### src/hw/rtl/dcsa_pkg.sv
// Package with shared widths, register codes, data types and the sine and exponential tables.
package dcsa_pkg;

    localparam int PHASE_TABLE_BITS = 10;
    localparam int EXP_TABLE_BITS   = 8;
    localparam int POSITION_BITS    = 16;

    localparam int SAMPLE_POSITION_W = 16;
    localparam int SAMPLE_W          = 32;
    localparam int AMPLITUDE_W       = 16;
    localparam int PHASE_W           = 32;
    localparam int DECAY_W           = 32;
    localparam int CFG_DATA_W        = 32;
    localparam int CFG_INDEX_W       = 2;
    localparam int Q15_W             = 15;
    localparam int FRAC_BITS         = 16;
    localparam int SHIFT_W           = 4;
    localparam int PIPE_STAGES       = 5;

    localparam int POS_W = (POSITION_BITS < SAMPLE_POSITION_W) ? POSITION_BITS
                                                                 : SAMPLE_POSITION_W;
    localparam int X_W          = POS_W + DECAY_W;
    localparam int QUARTER      = 1 << (PHASE_TABLE_BITS - 2);
    localparam int SINE_ENTRIES = QUARTER + 1;
    localparam int SINE_IDX_W   = PHASE_TABLE_BITS - 1;
    localparam int EXP_ENTRIES  = 1 << EXP_TABLE_BITS;
    localparam int AMP_ENV_W    = AMPLITUDE_W + Q15_W;
    localparam int PROD_W       = AMP_ENV_W + Q15_W + 1;
    localparam int MAG_W        = PROD_W - 30;
    localparam int SUM_W        = SAMPLE_W + 2;

    localparam logic [63:0] Q30_ONE     = 64'd1073741824;
    localparam logic [63:0] Q30_HALF_PI = 64'd1686629713;
    localparam logic [63:0] Q30_LN2     = 64'd744261118;
    localparam logic [63:0] Q15_MAX     = 64'd32767;

    typedef enum logic [CFG_INDEX_W-1:0] {
        CFG_AMPLITUDE  = 2'd0,
        CFG_PHASE_STEP = 2'd1,
        CFG_DECAY_LOG2 = 2'd2,
        CFG_ADD_MODE   = 2'd3
    } t_cfg_reg;

    typedef enum logic [1:0] {
        QUAD_FIRST  = 2'd0,
        QUAD_SECOND = 2'd1,
        QUAD_THIRD  = 2'd2,
        QUAD_FOURTH = 2'd3
    } t_quad;

    typedef struct packed {
        logic [AMPLITUDE_W-1:0] amplitude;
        logic [PHASE_W-1:0]     phase_step;
        logic [DECAY_W-1:0]     decay_log2;
        logic                   add_mode;
    } t_cfg;

    typedef struct packed {
        logic [Q15_W-1:0] cmag;
        logic [Q15_W-1:0] smag;
        logic             cneg;
        logic             sneg;
    } t_trig;

    typedef logic [SINE_ENTRIES-1:0][Q15_W-1:0] t_sine_rom;
    typedef logic [EXP_ENTRIES-1:0][Q15_W-1:0]  t_exp_rom;

    function automatic logic [Q15_W-1:0] q30_to_q15(input logic [63:0] v);
        logic [63:0] r;
        r = (v + 64'd16384) >> 15;
        return (r > Q15_MAX) ? Q15_W'(Q15_MAX) : r[Q15_W-1:0];
    endfunction

    function automatic t_sine_rom build_sine_rom();
        t_sine_rom   rom;
        logic [63:0] x;
        logic [63:0] term;
        logic [63:0] sum;
        for (int j = 0; j < SINE_ENTRIES; j++) begin
            x    = (64'(j) * Q30_HALF_PI) >> (PHASE_TABLE_BITS - 2);
            term = x;
            sum  = x;
            for (int k = 1; k <= 6; k++) begin
                term = (term * x) >> 30;
                term = (term * x) >> 30;
                term = term / 64'((2 * k) * (2 * k + 1));
                if (k[0]) begin
                    sum = (sum >= term) ? sum - term : 64'd0;
                end else begin
                    sum = sum + term;
                end
            end
            rom[j] = q30_to_q15(sum);
        end
        return rom;
    endfunction

    function automatic t_exp_rom build_exp_rom();
        t_exp_rom    rom;
        logic [63:0] y;
        logic [63:0] term;
        logic [63:0] sum;
        for (int f = 0; f < EXP_ENTRIES; f++) begin
            y    = (64'(f) * Q30_LN2) >> EXP_TABLE_BITS;
            term = Q30_ONE;
            sum  = Q30_ONE;
            for (int k = 1; k <= 12; k++) begin
                term = ((term * y) >> 30) / 64'(k);
                if (k[0]) begin
                    sum = (sum >= term) ? sum - term : 64'd0;
                end else begin
                    sum = sum + term;
                end
            end
            rom[f] = q30_to_q15(sum);
        end
        return rom;
    endfunction

    localparam t_sine_rom SINE_ROM = build_sine_rom();
    localparam t_exp_rom  EXP_ROM  = build_exp_rom();

endpackage

### src/hw/rtl/dcsa_cfg_regs.sv
// Configuration register file for amplitude, phase step, decay and add mode.
module dcsa_cfg_regs (
    input  logic                             i_clk,
    input  logic                             i_rst_n,
    input  logic                             i_cfg_we,
    input  logic [dcsa_pkg::CFG_INDEX_W-1:0] i_cfg_index,
    input  logic [dcsa_pkg::CFG_DATA_W-1:0]  i_cfg_data,
    output dcsa_pkg::t_cfg                   o_cfg
);
    import dcsa_pkg::*;

    t_cfg r_cfg;
    t_cfg n_cfg;

    always_comb begin
        n_cfg = r_cfg;
        if (i_cfg_we) begin
            unique case (t_cfg_reg'(i_cfg_index))
                CFG_AMPLITUDE:  n_cfg.amplitude  = i_cfg_data[AMPLITUDE_W-1:0];
                CFG_PHASE_STEP: n_cfg.phase_step = i_cfg_data[PHASE_W-1:0];
                CFG_DECAY_LOG2: n_cfg.decay_log2 = i_cfg_data[DECAY_W-1:0];
                CFG_ADD_MODE:   n_cfg.add_mode   = i_cfg_data[0];
                default:        n_cfg = r_cfg;
            endcase
        end
    end

    always_ff @(posedge i_clk) begin
        if (!i_rst_n) begin
            r_cfg <= '0;
        end else begin
            r_cfg <= n_cfg;
        end
    end

    assign o_cfg = r_cfg;

endmodule

### config.mk
export PLATFORM = sky130hd
export DESIGN_NAME = dcsa_cfg_regs
export DESIGN_NICKNAME = d
export VERILOG_FILES = /design/src/hw/rtl/dcsa_pkg.sv /design/src/hw/rtl/dcsa_cfg_regs.sv
export SDC_FILE = /design/constraint.sdc
export NUM_CORES = 1
export LEC_CHECK = 0
export CELL_PAD_IN_SITES_DETAIL_PLACEMENT = 1
export CELL_PAD_IN_SITES_GLOBAL_PLACEMENT = 1
export CORE_ASPECT_RATIO = 1.2
export CORE_MARGIN = 2
export CORE_UTILIZATION = 40
export CTS_CLUSTER_DIAMETER = 40
export DETAILED_ROUTE_END_ITERATION = 10
export DONT_BUFFER_PORTS = 1
export HOLD_SLACK_MARGIN = 0.1
export PLACE_DENSITY = 0.75
export SYNTH_ARGS = -nofsm -noshare
export SYNTH_HDL_FRONTEND = slang
export SYNTH_SLANG_ARGS = --single-unit
### constraint.sdc
create_clock -name i_clk -period 0.8 [get_ports i_clk]
set_input_delay 0.04 -clock i_clk [delete_from_list [all_inputs] [get_ports i_clk]]
set_output_delay 0.04 -clock i_clk [all_outputs]
set_load 0.01 [all_outputs]
### Yosys cells after proc, flatten, opt, wreduce, memory -nomap -nowiden

Cells that the tools add are included.
W data, S select, Z words.

* output and inout port bits: 81
* flip-flop bits (word level): 81
* word-level logic and storage cells: 12
* bits of input ports: 37

* equality and inequality tests: 3
* reductions and logical operators: 5

Operators by type and width (number)
* $reduce_and A2 Y1: 4
* $eq A2 B2 Y1 const B: 2
* $eq A2 B1 Y1 const B: 1
* $logic_not A2 Y1: 1

### Logic depth before layout (Yosys ltp)

* depth after elaboration: 2
* depth in mapped cells: 5
* mapped depth without buffers: 2

### Worst setup path after synthesis

No wires, ideal clock.

* path type: input to register
* start point: input port i_cfg_index[1] (netlist bit)
* end point: register r_cfg (netlist bit o_cfg[66])
* path buffers: 2
* slack: 0.021 ns
* data arrival time: 0.707 ns
* stages on the path: 4
* required time: 0.728 ns
* setup time: 0.072 ns
* path through: nor3b_1 > buf_4 > buf_12 > mux2i_1

* longest elaborated chain between the ends: 2

RTL lines
* start, declared: line dcsa_cfg_regs.sv:6 `input logic [dcsa_pkg::CFG_INDEX_W-1:0] i_cfg_index,`
* $logic_not A2 Y1: line dcsa_cfg_regs.sv:18 `unique case (t_cfg_reg'(i_cfg_index))`
* $reduce_and A2 Y1 (no source line)
* end signal, assigned: line dcsa_cfg_regs.sv:32 `r_cfg <= n_cfg;`
* end, declared: line dcsa_cfg_regs.sv:12 `t_cfg r_cfg;`

No other way between the ends.
A chain may end at the register's enable or synchronous reset.

### Worst setup path in the final report

* start point: register r_cfg (netlist bit o_cfg[9])
* end point: output port o_cfg[9] (netlist bit)

RTL lines
* end, declared: line dcsa_cfg_regs.sv:8 `output dcsa_pkg::t_cfg o_cfg`

No word-level cell between the ends.

==> impl_metrics.sql <==
INSERT INTO impl_metrics (metric_group, metric, value, unit) VALUES
('run_status', 'run_status', 'finished, violations left', ''),
('run_status', 'failed_checks', 'negative hold slack, negative setup slack', ''),
('die', 'die_width', '83.70', 'um'),
('worst_setup_path', 'critPathKind', 'reg -> out', ''),
('clock_network', 'clock_tree_from_tritoncts', 'done', ''),
('timing', 'hold_ws', '-0.1706', 'ns'),
('pwr', 'power_density', '2033', 'mW/mm^2'),
('yosys', 'share_of_the_synthesized_netlist_area_taken_by_xor_and_xnor_gates', '0', ''),
('yosys', 'synth-compound-area-share', '0', ''),
('die', 'fp.dieArea', '0.008340', 'mm^2'),
('global_route', 'grt_pass1_vias', '2296', ''),
('finish', 'drive_gt1_frac', '0.3636', ''),
('pwr', 'peakVddDrop', '1363', 'uV'),
('yosys', 'synthesis.area', '0.003049', 'mm^2'),
('drt', 'average_detailed_routed_wire_length_per_instance', '16.82', 'um'),
('global_route', 'first_pass_grt_wire_length', '11560', 'um'),
('global_route', 'largest_net_degree_at_the_start_of_global_routing', '114', ''),
('yosys', 'dominant_combinational_cell_family_by_area_after_synthesis', 'multiplexers', ''),
('worst_setup_path', 'critPathMaxStageDelay', '0.34', 'ns'),
('timing', 'final_max_slew_viol_count', '0', ''),
('timing', 'timing.final.setup_violations', '27', ''),
('finish', 'final_cell_area', '0.003807', 'mm^2'),
('finish', 'final_core_utilization', '0.5203', ''),
('timing', 'final_critical_path_setup_slack', '-0.03323', 'ns'),
('drt', 'drt_drc_violations_left', '0', ''),
('yosys', 'netlist_top_cells_count', 'sky130_fd_sc_hd__nand2_1 (113), sky130_fd_sc_hd__dfxtp_1 (81), sky130_fd_sc_hd__mux2i_1 (81)', ''),
('global_route', 'number_of_antenna_violations_at_the_first_check_in_global_routing', '0', ''),
('yosys', 'yosys-top-cells-area', 'sky130_fd_sc_hd__dfxtp_1 (53%), sky130_fd_sc_hd__mux2i_1 (27%), sky130_fd_sc_hd__nand2_1 (14%)', ''),
('clock_network', 'clk_path_buf_depth', '2', ''),
('timing', 'fin_crit_sh', '1.042', ''),
('finish', 'area_growth_syn_to_layout', '24.87', '%'),
('drt', 'initialDrtViolationCount', '58', ''),
('place', 'count_of_buffers_from_port_buffering', '0', ''),
('yosys', 'synth.yosys.seq_area_share', '0.5318', ''),
('drt', 'drt_pass1_iterations', '4', ''),
('timing', 'timing.slew.headroom', '0.8308', ''),
('finish', 'ant_diodes', '0', ''),
('worst_setup_path', 'worst_path_dominant_cell_family', 'flip-flops', ''),
('yosys', 'async_flop_share', '0', ''),
('worst_setup_path', 'worstPathArrival', '0.79', 'ns'),
('worst_setup_path', 'cp_max_fo', '2', ''),
('clock_network', 'cts.root.buffer_cell', 'sky130_fd_sc_hd__clkbuf_8', ''),
('worst_setup_path', 'worstPathBufferInverterCount', '1', ''),
('clock_network', 'ctsHtreeMaxLevel', '3', ''),
('place', 'gp_routability_congestion', '0.6994', ''),
('timing', 'hold_violations', '81', ''),
('place', 'dp_hpwl', '4767', 'um'),
('clock_network', 'clock_transition_at_the_registers_of_the_reported_paths', '0.08', 'ns'),
('drt', 'final_antenna_net_count', '0', ''),
('die', 'start_util', '0.4167', ''),
('drt', 'avgViaCountPerCell', '5.014', ''),
('global_route', 'grt_overflow_total', '0', ''),
('yosys', 'synth_ff_type', 'sky130_fd_sc_hd__dfxtp_1', ''),
('worst_setup_path', 'worst_setup_path_start_kind', 'flop', ''),
('pwr', 'total_power_of_the_final_layout', '7.740', 'mW'),
('place', 'post_dp_cell_area', '0.003294', 'mm^2'),
('clock_network', 'clock_sink_count', '81', ''),
('global_route', 'grt_util_all_layers', '0.1739', ''),
('pwr', 'p_leak', '1.635', 'nW'),
('die', 'floorplan.die.height', '99.64', 'um'),
('die', 'io-pin-count', '118', ''),
('die', 'design.core.area', '0.007317', 'mm^2'),
('yosys', 'yosysMostFrequentCell', 'sky130_fd_sc_hd__nand2_1', ''),
('yosys', 'postSynthRegisterBits', '81', ''),
('worst_setup_path', 'worstSetupEndpointType', 'primary output', ''),
('flow_run', 'timing.max_cap.violations', '0', ''),
('yosys', 'area_share_of_fa_ha_maj_cells_after_synthesis', '0', ''),
('worst_setup_path', 'worst_ep_required_time', '0.76', 'ns'),
('timing', 'worst_slew_pin_slew', '0.2527', 'ns'),
('finish', 'final.fill_count', '802', ''),
('yosys', 'synthesis.yosys.warnings', '0', '');
-- layout by cell type, fill, tap and decap left out --
| master | n |
|---|---|
| sky130_fd_sc_hd__buf_6 | 27 |
| sky130_fd_sc_hd__mux2i_1 | 81 |
| sky130_fd_sc_hd__bufinv_16 | 1 |
| sky130_fd_sc_hd__dlygate4sd3_1 | 10 |
| sky130_fd_sc_hd__buf_12 | 4 |
| sky130_fd_sc_hd__clkinv_2 | 1 |
| sky130_fd_sc_hd__clkbuf_8 | 9 |
| sky130_fd_sc_hd__dfxtp_2 | 71 |
| sky130_fd_sc_hd__clkbuf_1 | 1 |
| sky130_fd_sc_hd__clkinvlp_4 | 3 |
| sky130_fd_sc_hd__dfxtp_1 | 10 |
| sky130_fd_sc_hd__nor3b_2 | 1 |
| sky130_fd_sc_hd__and3b_2 | 1 |
| sky130_fd_sc_hd__buf_4 | 6 |
| sky130_fd_sc_hd__nand3_1 | 1 |
| sky130_fd_sc_hd__nand3b_1 | 1 |
| sky130_fd_sc_hd__nand2_1 | 113 |
-- area by class of cell --
type                            instances  area (um^2)  share of cell area
Tap cell                               90        112.6             0.02958
Clock inverter                          5        57.56             0.01512
Multi-Input combinational cell        198         1270              0.3336
Sequential cell                        81         1710              0.4492
Clock buffer                           10        127.6             0.03352
Timing Repair Buffer                   47        529.3              0.1390
-- stage by stage --
stage	TNS [ns]	instances	hold WS, ns
after global placement	-0.1370	401	0.1963
final	-0.5755	431	-0.1706
after floorplan	0	302	0.2015
after detailed placement	-0.1087	401	0.2062
after global routing	-1.471	431	-0.1785
after CTS	-1.202	420	-0.1851
-- worst register-to-register path: stages, from the launching register on --
cell,delay [ns]
sky130_fd_sc_hd__dfxtp_1,0.39
sky130_fd_sc_hd__nand2_1,0.08
sky130_fd_sc_hd__mux2i_1,0.15
-- cells by family after synthesis --
logic type,after synthesis
and+or+nand+nor,117
muxes,81
DFF,81
buffers and inverters,23
-- per-layer routing --
layer	track usage	vias up	share of wire
li1	-	1050	-
met1	0.1988	1023	0.41
met2	0.3009	78	0.50
met3	0.05477	10	0.080
met4	0.07196	0	0.013
met5	0	-	0
-- power by group --
part	internal, mW	total (mW)	switching (mW)	leakage (nW)
Combinational	0.302	0.560	0.257	0.859
Sequential	4.20	4.34	0.143	0.691
Clock	1.42	2.84	1.42	0.0844
-- worst paths after layout --
| check | start | to | slack (ns) | depth (start not counted) |
|---|---|---|---|---|
| max | o_cfg[9] | o_cfg[9] | -0.03 | 1 |
| min | i_rst_n | o_cfg[69] | -0.17 | 2 |
| min reg2reg | o_cfg[1] | o_cfg[1] | 0.47 | 2 |
| max reg2reg | o_cfg[67] | o_cfg[67] | 0.10 | 2 |
-- timing repair --
| item | 4_1_cts | 5_1_grt |
|---|---|---|
| endpoints found under the hold margin | 81 | 81 |
| buffers inserted | 2 | 3 |
| endpoints found under the setup margin | 48 | 50 |
| gates resized for setup | 75 | 23 |
| hold buffers | 2 | 8 |
Note: power is estimated with default switching activity, not from simulation.
